===== src/sv/epf_pkg.sv =====
// ----------------------------------------------------------------------------
// epf_pkg
// Shared types and codes for the Euler path finder: request kinds,
// controller states and the command and status bundles.
// ----------------------------------------------------------------------------
package epf_pkg;

	// request kinds
	localparam logic KIND_ADD = 1'b0;
	localparam logic KIND_RUN = 1'b1;

	// controller states
	typedef enum logic [2:0] {
		ST_IDLE,
		ST_SCAN,
		ST_CHECK,
		ST_WALK,
		ST_RELOAD,
		ST_FAIL
	} state_t;

	// controller to datapath
	typedef struct packed {
		logic add_edge;
		logic scan_start;
		logic scan_step;
		logic walk_init;
		logic push;
		logic pop;
		logic reload;
		logic emit_fail;
	} cmd_t;

	// datapath to controller
	typedef struct packed {
		logic out_free;
		logic scan_done;
		logic odd_gt2;
		logic can_push;
		logic sp_one;
	} sts_t;

endpackage


===== src/sv/euler_path_finder.sv =====
// ----------------------------------------------------------------------------
// euler_path_finder
// Euler path search over an undirected graph held as an adjacency bit
// matrix; vertices stream out in post-order of a depth-first edge walk.
// ----------------------------------------------------------------------------
// sequence: an add request is taken when accepted; a run is accepted, scans each of the NODES
//   rows for degree parity and checks the odd count, then pushes each walked edge and emits each
//   vertex with a pop followed by a stack memory read to restore the top (no read after the final
//   vertex), or emits failure instead; each pop also waits while the output register is full
// throughput: one request at a time; the next is taken when the run ends,
//   while its final result may still wait in the output register
// reset: clears the adjacency matrix, stack pointer, controller and output
//   valid; the walk stack memory is not cleared and needs no clearing pass
module euler_path_finder #(
	parameter int NODES = 8
) (
	input  logic       clk,
	input  logic       arst_n,
	input  logic       in_valid,
	output logic       in_ready,
	input  logic       kind,
	input  logic [2:0] node_a,
	input  logic [2:0] node_b,
	output logic       out_valid,
	input  logic       out_ready,
	output logic [2:0] vertex,
	output logic       found,
	output logic       last
);
	import epf_pkg::*;

	cmd_t cmd;
	sts_t sts;

	// sequencing
	epf_ctrl u_ctrl (
		.clk      (clk),
		.arst_n   (arst_n),
		.in_valid (in_valid),
		.in_ready (in_ready),
		.kind     (kind),
		.sts      (sts),
		.cmd      (cmd)
	);

	// matrix, stack and result
	epf_dp #(
		.NODES (NODES)
	) u_dp (
		.clk       (clk),
		.arst_n    (arst_n),
		.cmd       (cmd),
		.sts       (sts),
		.node_a    (node_a),
		.node_b    (node_b),
		.out_valid (out_valid),
		.out_ready (out_ready),
		.vertex    (vertex),
		.found     (found),
		.last      (last)
	);

endmodule


===== src/sv/epf_ctrl.sv =====
// ----------------------------------------------------------------------------
// epf_ctrl
// Controller: accepts requests, sequences the degree scan and the
// depth-first walk, and issues commands to the datapath.
// ----------------------------------------------------------------------------
module epf_ctrl (
	input  logic          clk,
	input  logic          arst_n,
	input  logic          in_valid,
	output logic          in_ready,
	input  logic          kind,
	input  epf_pkg::sts_t sts,
	output epf_pkg::cmd_t cmd
);
	import epf_pkg::*;

	state_t state_q;
	state_t state_d;

	// state register
	always_ff @(posedge clk or negedge arst_n) begin
		if (!arst_n) begin
			state_q <= ST_IDLE;
		end else begin
			state_q <= state_d;
		end
	end

	// next state and commands
	always_comb begin
		state_d  = state_q;
		cmd      = '0;
		in_ready = 1'b0;
		unique case (state_q)
			ST_IDLE: begin
				in_ready = 1'b1;
				if (in_valid) begin
					if (kind == KIND_RUN) begin
						cmd.scan_start = 1'b1;
						state_d        = ST_SCAN;
					end else begin
						cmd.add_edge = 1'b1;
					end
				end
			end
			ST_SCAN: begin
				cmd.scan_step = 1'b1;
				if (sts.scan_done) begin
					state_d = ST_CHECK;
				end
			end
			ST_CHECK: begin
				if (sts.odd_gt2) begin
					state_d = ST_FAIL;
				end else begin
					cmd.walk_init = 1'b1;
					state_d       = ST_WALK;
				end
			end
			ST_WALK: begin
				if (sts.can_push) begin
					cmd.push = 1'b1;
				end else if (sts.out_free) begin
					cmd.pop = 1'b1;
					state_d = sts.sp_one ? ST_IDLE : ST_RELOAD;
				end
			end
			ST_RELOAD: begin
				cmd.reload = 1'b1;
				state_d    = ST_WALK;
			end
			ST_FAIL: begin
				if (sts.out_free) begin
					cmd.emit_fail = 1'b1;
					state_d       = ST_IDLE;
				end
			end
			default: begin
				state_d = ST_IDLE;
			end
		endcase
	end

endmodule


===== src/sv/epf_dp.sv =====
// ----------------------------------------------------------------------------
// epf_dp
// Datapath: adjacency matrix, degree parity scan, walk stack memory with a
// separate top register, and the result register.
// ----------------------------------------------------------------------------
module epf_dp #(
	parameter int NODES = 8
) (
	input  logic          clk,
	input  logic          arst_n,
	input  epf_pkg::cmd_t cmd,
	output epf_pkg::sts_t sts,
	input  logic [2:0]    node_a,
	input  logic [2:0]    node_b,
	output logic          out_valid,
	input  logic          out_ready,
	output logic [2:0]    vertex,
	output logic          found,
	output logic          last
);
	import epf_pkg::*;

	localparam int VW    = $clog2(NODES);
	localparam int DEPTH = NODES * (NODES + 1) / 2 + 1;
	localparam int SPW   = $clog2(DEPTH + 1);
	localparam int AW    = $clog2(DEPTH);

	logic [NODES-1:0] adj_q [NODES];
	logic [VW-1:0]    scan_idx_q;
	logic [1:0]       odd_cnt_q;
	logic [VW-1:0]    start_q;
	logic [VW-1:0]    top_q;
	logic [SPW-1:0]   sp_q;
	logic [VW-1:0]    stack_mem [DEPTH];
	logic [VW-1:0]    rdata_q;
	logic             out_valid_q;
	logic [2:0]       vertex_q;
	logic             found_q;
	logic             last_q;

	logic             edge_ok;
	logic [VW-1:0]    a_idx;
	logic [VW-1:0]    b_idx;
	logic [NODES-1:0] scan_row;
	logic             row_odd;
	logic [NODES-1:0] walk_row;
	logic             has_next;
	logic [VW-1:0]    next_v;
	logic [SPW-1:0]   sp_m1;
	logic [SPW-1:0]   sp_m2;

	// edge endpoints
	assign edge_ok = (32'(node_a) < NODES) && (32'(node_b) < NODES);
	assign a_idx   = VW'(node_a);
	assign b_idx   = VW'(node_b);

	// degree parity of the scanned row, self-loop masked
	assign scan_row = adj_q[scan_idx_q] & ~(NODES'(1) << scan_idx_q);
	assign row_odd  = ^scan_row;

	// lowest neighbor of the stack top
	assign walk_row = adj_q[top_q];
	always_comb begin
		has_next = 1'b0;
		next_v   = '0;
		for (int i = NODES - 1; i >= 0; i--) begin
			if (walk_row[i]) begin
				has_next = 1'b1;
				next_v   = VW'(i);
			end
		end
	end

	assign sp_m1 = sp_q - SPW'(1);
	assign sp_m2 = sp_q - SPW'(2);

	// status
	assign sts.out_free  = !out_valid_q || out_ready;
	assign sts.scan_done = (scan_idx_q == VW'(NODES - 1));
	assign sts.odd_gt2   = (odd_cnt_q == 2'd3);
	assign sts.can_push  = has_next && (sp_q < SPW'(DEPTH));
	assign sts.sp_one    = (sp_q == SPW'(1));

	// adjacency matrix
	always_ff @(posedge clk or negedge arst_n) begin
		if (!arst_n) begin
			for (int i = 0; i < NODES; i++) begin
				adj_q[i] <= '0;
			end
		end else if (cmd.add_edge && edge_ok) begin
			adj_q[a_idx][b_idx] <= 1'b1;
			adj_q[b_idx][a_idx] <= 1'b1;
		end else if (cmd.push) begin
			adj_q[top_q][next_v] <= 1'b0;
			adj_q[next_v][top_q] <= 1'b0;
		end
	end

	// degree scan and start vertex
	always_ff @(posedge clk or negedge arst_n) begin
		if (!arst_n) begin
			scan_idx_q <= '0;
			odd_cnt_q  <= '0;
			start_q    <= '0;
		end else if (cmd.scan_start) begin
			scan_idx_q <= '0;
			odd_cnt_q  <= '0;
			start_q    <= '0;
		end else if (cmd.scan_step) begin
			scan_idx_q <= scan_idx_q + VW'(1);
			if (row_odd) begin
				start_q <= scan_idx_q;
				if (odd_cnt_q != 2'd3) begin
					odd_cnt_q <= odd_cnt_q + 2'd1;
				end
			end
		end
	end

	// stack pointer and top of stack
	always_ff @(posedge clk or negedge arst_n) begin
		if (!arst_n) begin
			sp_q  <= '0;
			top_q <= '0;
		end else if (cmd.walk_init) begin
			sp_q  <= SPW'(1);
			top_q <= start_q;
		end else if (cmd.push) begin
			sp_q  <= sp_q + SPW'(1);
			top_q <= next_v;
		end else if (cmd.pop) begin
			sp_q <= sp_m1;
		end else if (cmd.reload) begin
			top_q <= rdata_q;
		end
	end

	// entries below the top, registered read
	always_ff @(posedge clk) begin
		if (cmd.push) begin
			stack_mem[sp_m1[AW-1:0]] <= top_q;
		end
		if (cmd.pop && !sts.sp_one) begin
			rdata_q <= stack_mem[sp_m2[AW-1:0]];
		end
	end

	// result register control
	always_ff @(posedge clk or negedge arst_n) begin
		if (!arst_n) begin
			out_valid_q <= 1'b0;
		end else if (cmd.pop || cmd.emit_fail) begin
			out_valid_q <= 1'b1;
		end else if (out_ready) begin
			out_valid_q <= 1'b0;
		end
	end

	// result payload
	always_ff @(posedge clk) begin
		if (cmd.pop) begin
			vertex_q <= 3'(top_q);
			found_q  <= 1'b1;
			last_q   <= sts.sp_one;
		end else if (cmd.emit_fail) begin
			vertex_q <= 3'd0;
			found_q  <= 1'b0;
			last_q   <= 1'b1;
		end
	end

	assign out_valid = out_valid_q;
	assign vertex    = vertex_q;
	assign found     = found_q;
	assign last      = last_q;

`ifndef SYNTHESIS
	// stack never grows past its depth
	a_sp_bound: assert property (@(posedge clk) disable iff (!arst_n)
		sp_q <= SPW'(DEPTH))
		else $error("walk stack pointer beyond depth");

	// pop only with a live stack
	a_pop_live: assert property (@(posedge clk) disable iff (!arst_n)
		cmd.pop |-> (sp_q != '0))
		else $error("pop on empty walk stack");

	// push grows the stack by one
	a_push_grow: assert property (@(posedge clk) disable iff (!arst_n)
		cmd.push |=> (sp_q == $past(sp_q) + SPW'(1)))
		else $error("push did not advance stack pointer");

	// matrix stays symmetric
	for (genvar gi = 0; gi < NODES; gi++) begin : g_sym_i
		for (genvar gj = 0; gj < NODES; gj++) begin : g_sym_j
			a_sym: assert property (@(posedge clk) disable iff (!arst_n)
				adj_q[gi][gj] == adj_q[gj][gi])
				else $error("adjacency matrix lost symmetry");
		end
	end
`endif

endmodule

===== config.mk =====
export PLATFORM = sky130hd
export DESIGN_NAME = euler_path_finder
export DESIGN_NICKNAME = d
export VERILOG_FILES = /design/src/sv/epf_pkg.sv /design/src/sv/euler_path_finder.sv /design/src/sv/epf_ctrl.sv /design/src/sv/epf_dp.sv
export SDC_FILE = /design/constraint.sdc
export NUM_CORES = 1
export LEC_CHECK = 0
export ABC_AREA = 0
export BUFFER_PORTS_ARGS = -buffer_cell sky130_fd_sc_hd__buf_2
export CAP_MARGIN = 30
export CORE_UTILIZATION = 40
export CTS_CLUSTER_DIAMETER = 30
export CTS_CLUSTER_SIZE = 30
export DETAILED_ROUTE_END_ITERATION = 7
export HOLD_SLACK_MARGIN = 0.1
export PLACE_DENSITY_LB_ADDON = 0.12
export SYNTH_ARGS = -nofsm -noshare
export SYNTH_HDL_FRONTEND = slang
export SYNTH_SLANG_ARGS = --single-unit

===== constraint.sdc =====
create_clock -name clk -period 8.6 [get_ports clk]
set_clock_uncertainty 0.05 [all_clocks]
set_input_delay 0.86 -clock clk [delete_from_list [all_inputs] [get_ports clk]]
set_output_delay 0.86 -clock clk [all_outputs]
set_load 0.02 [all_outputs]

### After elaboration in Yosys (flattened, before gate mapping)

Memory sizes are Yosys's and may differ from the RTL's. A register that Yosys moved wholly into a read port is not among the register bits.
Cells that the tools add are included.

* $lt $le $gt $ge: 18
* mux-type cells: 87
* bitwise gates (word level): 13
* equal/unequal tests: 16
* shift operators: 1
* $add $sub $neg: 5
* reduce and logical (&&, ||, !) cells: 28

Operators by type and width (count)
* AND 64 bit: 2
* two-way mux 64 bit: 2
* NOT 64 bit: 2
* OR 64 bit: 2
* demux 8 bit (select 3 bit): 4
* two-way mux 3 bit: 27
* two-way mux 8 bit: 8
* binary-select mux 8 bit (select 3 bit): 2
* two-way mux 1 bit: 29
* greater-or-equal comparator 4 bit (second input constant): 5
* NOT 3 -> 4 bit: 5
* two-way mux 6 bit: 3
* one-hot mux 3 bit (6 select lines): 1
* less-than comparator 3 x 4 -> 1 bit (second input constant): 4
* less-than comparator 4 x 1 -> 1 bit (second input constant): 4
* two-way mux 2 bit: 7
* != test 2 bit (second input constant): 7
* demux 1 bit (select 3 bit): 4
* greater-or-equal comparator 3 x 1 -> 1 bit (second input constant): 4
* nonzero test 2 bit: 6
* logical AND 1 bit: 10
* equality test 3 bit (second input constant): 3
* AND 8 bit: 1
* NOT 8 bit: 1
* other kinds (20): 25

* output and inout port bits: 7
* memory bits (writable): 111
* word-level logic and storage cells: 187
* memories: 1
* register bits: 90

Memories
* u_dp.stack_mem: depth 37, bits a word 3, read ports 1, clocked after memory_dff 1, write ports 1, RTL line epf_dp.sv:34 `logic [VW-1:0] stack_mem [DEPTH];`

### Logic depth before layout (Yosys ltp)

* word-level depth: 23
* depth in mapped cells: 14
* mapped depth without buffers: 9

### Hierarchy

From an unflattened synthesis, not the netlist that was laid out.

* cell total of the unflattened synthesis: 888
* area, all modules: 10869.2 um2

By module, submodules not included
* epf_dp: area an instance 10557.6 um2, times used 1, cells an instance 854, sequential area each 5615.4 um2
* epf_ctrl: area an instance 311.5 um2, times used 1, cells an instance 34, sequential area each 75.1 um2

### Worst setup path after synthesis

No wires, ideal clock.

* path kind: register -> register
* start point: register u_dp.top_q[1]
* end point: register u_dp.rdata_q[0] (read register of u_dp.stack_mem) (enable)
* library setup time: 0.351 ns
* path buffers: 1
* period minus slack after synthesis: 3.535 ns
* setup slack: 5.065 ns
* cell stages (with the launch flop): 8
* data arrival time: 3.134 ns
* path through: dfrtp_1 buf_6 mux4_2 mux2_2 a2111o_1 o31ai_4 nand2_2 a311oi_2

* longest elaborated chain between the ends: 16

Ends and longest elaborated chain
* from (decl): RTL line epf_dp.sv:32 `logic [VW-1:0] top_q;`
* from (signal assigned): RTL line epf_dp.sv:127 `top_q <= start_q;`
* from (signal assigned): RTL line epf_dp.sv:130 `top_q <= next_v;`
* from (signal assigned): RTL line epf_dp.sv:134 `top_q <= rdata_q;`
* NOT 3 -> 4 bit (not written as such) (*): RTL line epf_dp.sv:62 `assign walk_row = adj_q[top_q];`
* binary-select mux 8 bit (select 3 bit) (*): RTL line epf_dp.sv:62
* two-way mux 8 bit (not written as such) (*) (2 in series): RTL line epf_dp.sv:62
* two-way mux 1 bit (7 in series): RTL line epf_dp.sv:67 `if (walk_row[i]) begin`
* two-way mux 1 bit (*): RTL line epf_dp.sv:67
* logical AND 1 bit (*): RTL line epf_dp.sv:81 `assign sts.can_push = has_next && (sp_q < SPW'(DEPTH));`
* two-way mux 1 bit (*): RTL line epf_ctrl.sv:61 `if (sts.can_push) begin`
* two-way mux 2 bit (*): RTL line epf_ctrl.sv:34 `unique case (state_q)`
* logical AND 1 bit (*): RTL line epf_dp.sv:143 `if (cmd.pop && !sts.sp_one) begin`
* to (decl): RTL line epf_dp.sv:35 `logic [VW-1:0] rdata_q;`

Mark *: on every way between the ends. The rest lies on a longest branch, timed or not. The select of a mux whose other input is x is not followed.
A chain may end at the register's enable or synchronous reset.

### Final worst setup path

* start point: register u_dp.top_q[1]
* end point: memory u_dp.stack_mem[27][2] (netlist name) (enable)

* longest elaborated chain between the ends: 17

Ends and longest elaborated chain
* NOT 3 -> 4 bit (not written as such) (*): RTL line epf_dp.sv:62
* binary-select mux 8 bit (select 3 bit) (*): RTL line epf_dp.sv:62
* two-way mux 8 bit (not written as such) (*) (2 in series): RTL line epf_dp.sv:62
* two-way mux 1 bit (7 in series): RTL line epf_dp.sv:67
* two-way mux 1 bit (*): RTL line epf_dp.sv:67
* logical AND 1 bit (*): RTL line epf_dp.sv:81
* two-way mux 1 bit (*): RTL line epf_ctrl.sv:61
* two-way mux 2 bit (*): RTL line epf_ctrl.sv:34
* two-way mux 1 bit (*): RTL line epf_dp.sv:140 `if (cmd.push) begin`
* two-way mux 1 bit (not written as such) (*): RTL line epf_dp.sv:141 `stack_mem[sp_m1[AW-1:0]] <= top_q;`
* to (decl): RTL line epf_dp.sv:34

Marks and branches as above.

==> flow_metrics.py <==
metrics = {
    "clocking": {
        "clock-sinks": 204,
        "path_clk_slew_ns": 0.05,
        "cts_resized": 0,
        "clockBufferDepth": 3,
        "cts_hold_buf": 0,
        "cts_max_level": 2,
        "cts_buffers": 49,
        "cts-root-buf": "clkbuf_16",
        "cts_setup_buffers": 0,
        "cts_tree": "built",
        "clock_latency_ns": 0.55,
    },
    "timing": {
        "final-setup-viol-count": 0,
        "slew_headroom": 0.306,
        "finalMaxSlewViolations": 0,
        "worst_slew_pin_slew_ns": 1.03,
        "fin_hold_ws_ns": 0.146,
        "fmax_mhz": 210,
        "fin_setup_tns_ns": 0,
        "fin_crit_ns": 4.75,
        "rsz0062_at_grt": "no",
        "finalCritPeriodShare": 0.553,
        "fin_ws_ns": 3.85,
        "hold_viol_final": 0,
    },
    "cells_and_area": {
        "antennaDiodeCount": 0,
        "syn_to_final_growth_pct": 19.4,
        "nNetsFinal": 934,
        "final_cell_mix": "edfxtp_1, nor2_1, dfrtp_1",
        "drive_gt1_frac": 0.206,
        "final_common_cell": "edfxtp_1",
    },
    "floorplan": {
        "die_h_um": 166,
        "coreArea_sq_um": 26200,
        "die_w_um": 166,
        "dieArea_sq_um": 27500,
        "start_util": 0.410,
        "ios": 18,
        "rows": 59,
    },
    "power_and_ir_drop": {
        "power_frac_comb": 0.382,
        "clockPowerShare": 0.343,
        "p_leak_nw": 4.71,
        "switching_share": 0.387,
        "peakVddDrop_uv": 211,
        "p_int_w": 0.00332,
        "p_sw_w": 0.00209,
        "seq_power_share": 0.275,
        "powerDensity_nw_per_um2": 422,
    },
    "logic_synthesis": {
        "synth_flop_cell": "edfxtp_1",
        "yosysWarnings": 0,
        "synthCells": 881,
        "avgSynthCellArea_sq_um": 12.2,
        "synth_edf_count": 118,
        "synth-seq-cells": 204,
        "synthArstFlopShare": 0.417,
        "yosysUniqueCellTypes": 79,
        "synthesis.area_sq_um": 10700,
        "synth-seq-area-share": 0.530,
    },
    "run_status": {
        "violations": "design-rule violations",
        "status": "complete, but fails checks",
    },
    "critical_path": {
        "cp-start-kind": "register",
        "crit_buf_inv": 1,
        "r2r_cells": 8,
        "path_delay_family": "compound AO/OA/AOI/OAI gates",
        "arrival_ns": 4.98,
        "crit_chain": "buf_4, mux4_2, a2111oi_0, o21ai_1, o31ai_4, nor2_1, nand3_1, nor2_1",
        "crit_path_max_fanout": 44,
        "crit_path_frequent_cell": "nor2_1",
        "critPathSlowestCell": "o31ai_4",
        "cp_slowest_stage_delay_ns": 0.78,
        "worstPathRequired_ns": 8.82,
        "worst-path-stages": 8,
        "crit_type": "reg2reg",
        "end_kind": "register",
    },
    "place": {
        "place_hpwl_mm": 22.7,
        "dpl_worst_slack_ns": 3.89,
        "place.gp.congestion": 0.971,
        "numPortBuffers": 17,
    },
    "routing": {
        "num_vias": 7809,
        "wl_mm": 31.7,
        "wl_per_cell_um": 24.7,
        "route.antenna.remaining_nets": 0,
        "drt_pass1_iterations": 7,
        "drtIter0Drc": 879,
        "routed_via_density": 6.07,
        "drc_errors": 6,
    },
    "grt": {
        "grt_pass1_wl_mm": 48.7,
        "antenna_found_initial": 0,
        "gr-total-overflow": 0,
        "grt_max_degree": 68,
        "grt_pass1_vias": 7826,
        "grt_usage": 0.236,
    },
    "min_path": {
        "min_path_type": "in2async",
    },
    "job": {
        "cap_violations": 0,
    },
}
final timing paths:
kind                                     from               endpoint  slack, ns
worst min-delay path                   arst_n     u_dp.scan_idx_q[1]       0.15
worst max-delay path            u_dp.top_q[1]  u_dp.stack_mem[27][2]       3.85
worst max register to register  u_dp.top_q[1]  u_dp.stack_mem[27][2]       3.85
worst min register to register     u_dp.found             u_dp.found       0.42
min in group clk                   u_dp.found             u_dp.found       0.42
max in group asynchronous              arst_n          u_dp.top_q[2]       7.15
final cells by class:
cell class | instances | area, sq um
tap | 335 | 419
clock buffer | 56 | 1260
clock inverter | 36 | 443
sequential | 204 | 5700
timing repair buffer | 27 | 163
inverter | 23 | 86.3
fill | 2265 | 13400
multi-input combinational | 605 | 4740
power by group through the flow:
| stage | Combinational, W | Clock (W) | Sequential, W |
|---|---|---|---|
| CTS | 0.00205 | 0.00188 | 0.00148 |
| global route | 0.00223 | 0.00193 | 0.00151 |
| detailed placement | 0.00204 | 0 | 0.00150 |
| global placement | 0.00202 | 0 | 0.00149 |
| floorplan | 0.00153 | 0 | 0.00140 |
| finish | 0.00207 | 0.00186 | 0.00149 |
cells in the mapped netlist, drive strengths merged, types with 9 or more instances:
| cell type | count | share of area |
|---|---|---|
| ha | 13 | 0.015 |
| nor2 | 106 | 0.037 |
| nand3 | 27 | 0.013 |
| dfrtp | 85 | 0.20 |
| nor2b | 18 | 0.010 |
| mux4 | 61 | 0.13 |
| inv | 23 | 0.0080 |
| nor3 | 29 | 0.014 |
| a211oi | 13 | 0.0091 |
| mux2i | 10 | 0.0093 |
| o21a | 26 | 0.018 |
| clkbuf | 31 | 0.011 |
| edfxtp | 118 | 0.33 |
| and2 | 11 | 0.0064 |
| buf | 20 | 0.0096 |
| xnor2 | 10 | 0.0082 |
| o21ai | 26 | 0.012 |
| a31oi | 9 | 0.0052 |
| a21oi | 50 | 0.024 |
| nand2 | 57 | 0.020 |
sequential cells by signal, summed over array words and instances (netlist names):
register / count
u_dp.top_q: 3
u_dp.stack_mem: 111
u_dp.start_q: 3
u_ctrl.state_q: 3
u_dp.odd_cnt_q: 2
u_dp.rdata_q: 3
u_dp.scan_idx_q: 3
u_dp.out_valid: 1
u_dp.adj_q: 64
u_dp.sp_q: 6
u_dp.vertex: 3
u_dp.last: 1
u_dp.found: 1
metal layers:
layer | track usage | up-vias | part of all wire
li1 | - | 3471 | -
met1 | 0.349 | 3945 | 0.46
met2 | 0.335 | 344 | 0.43
met3 | 0.0677 | 49 | 0.085
met4 | 0.0699 | 0 | 0.022
met5 | 0 | - | 0
worst reg2reg max path: cells and delay by family, from the launching register on:
kind,cells,cell delay (ns)
multiplexers,1,0.63
buffers and inverters,1,0.56
AO/OA/AOI/OAI,3,1.76
flip-flops,1,0.70
AND/OR/NAND/NOR,3,0.78
cell families after synthesis:
kind of cell | Yosys count | synth area share
adders and majority gates | 13 | 0.0152
xor gates and xnor gates | 18 | 0.0199
AOI/OAI and AO/OA | 198 | 0.131
buffers and inverters | 74 | 0.0284
DFF | 204 | 0.530
muxes | 75 | 0.142
other | 1 | 0.000349
and+or+nand+nor | 298 | 0.133
stage by stage:
step           utilization  total power [W]  instance area (sq um)  cells
5_1_grt              0.489          0.00567                  12800   1286
3_5_place_dp         0.424          0.00354                  11100   1194
6_report             0.489          0.00541                  12800   1286
2_1_floorplan            -          0.00293                  10700    883
3_3_place_gp         0.424          0.00352                  11100   1194
4_1_cts              0.489          0.00541                  12800   1286
(Power assumes the default switching activity.)
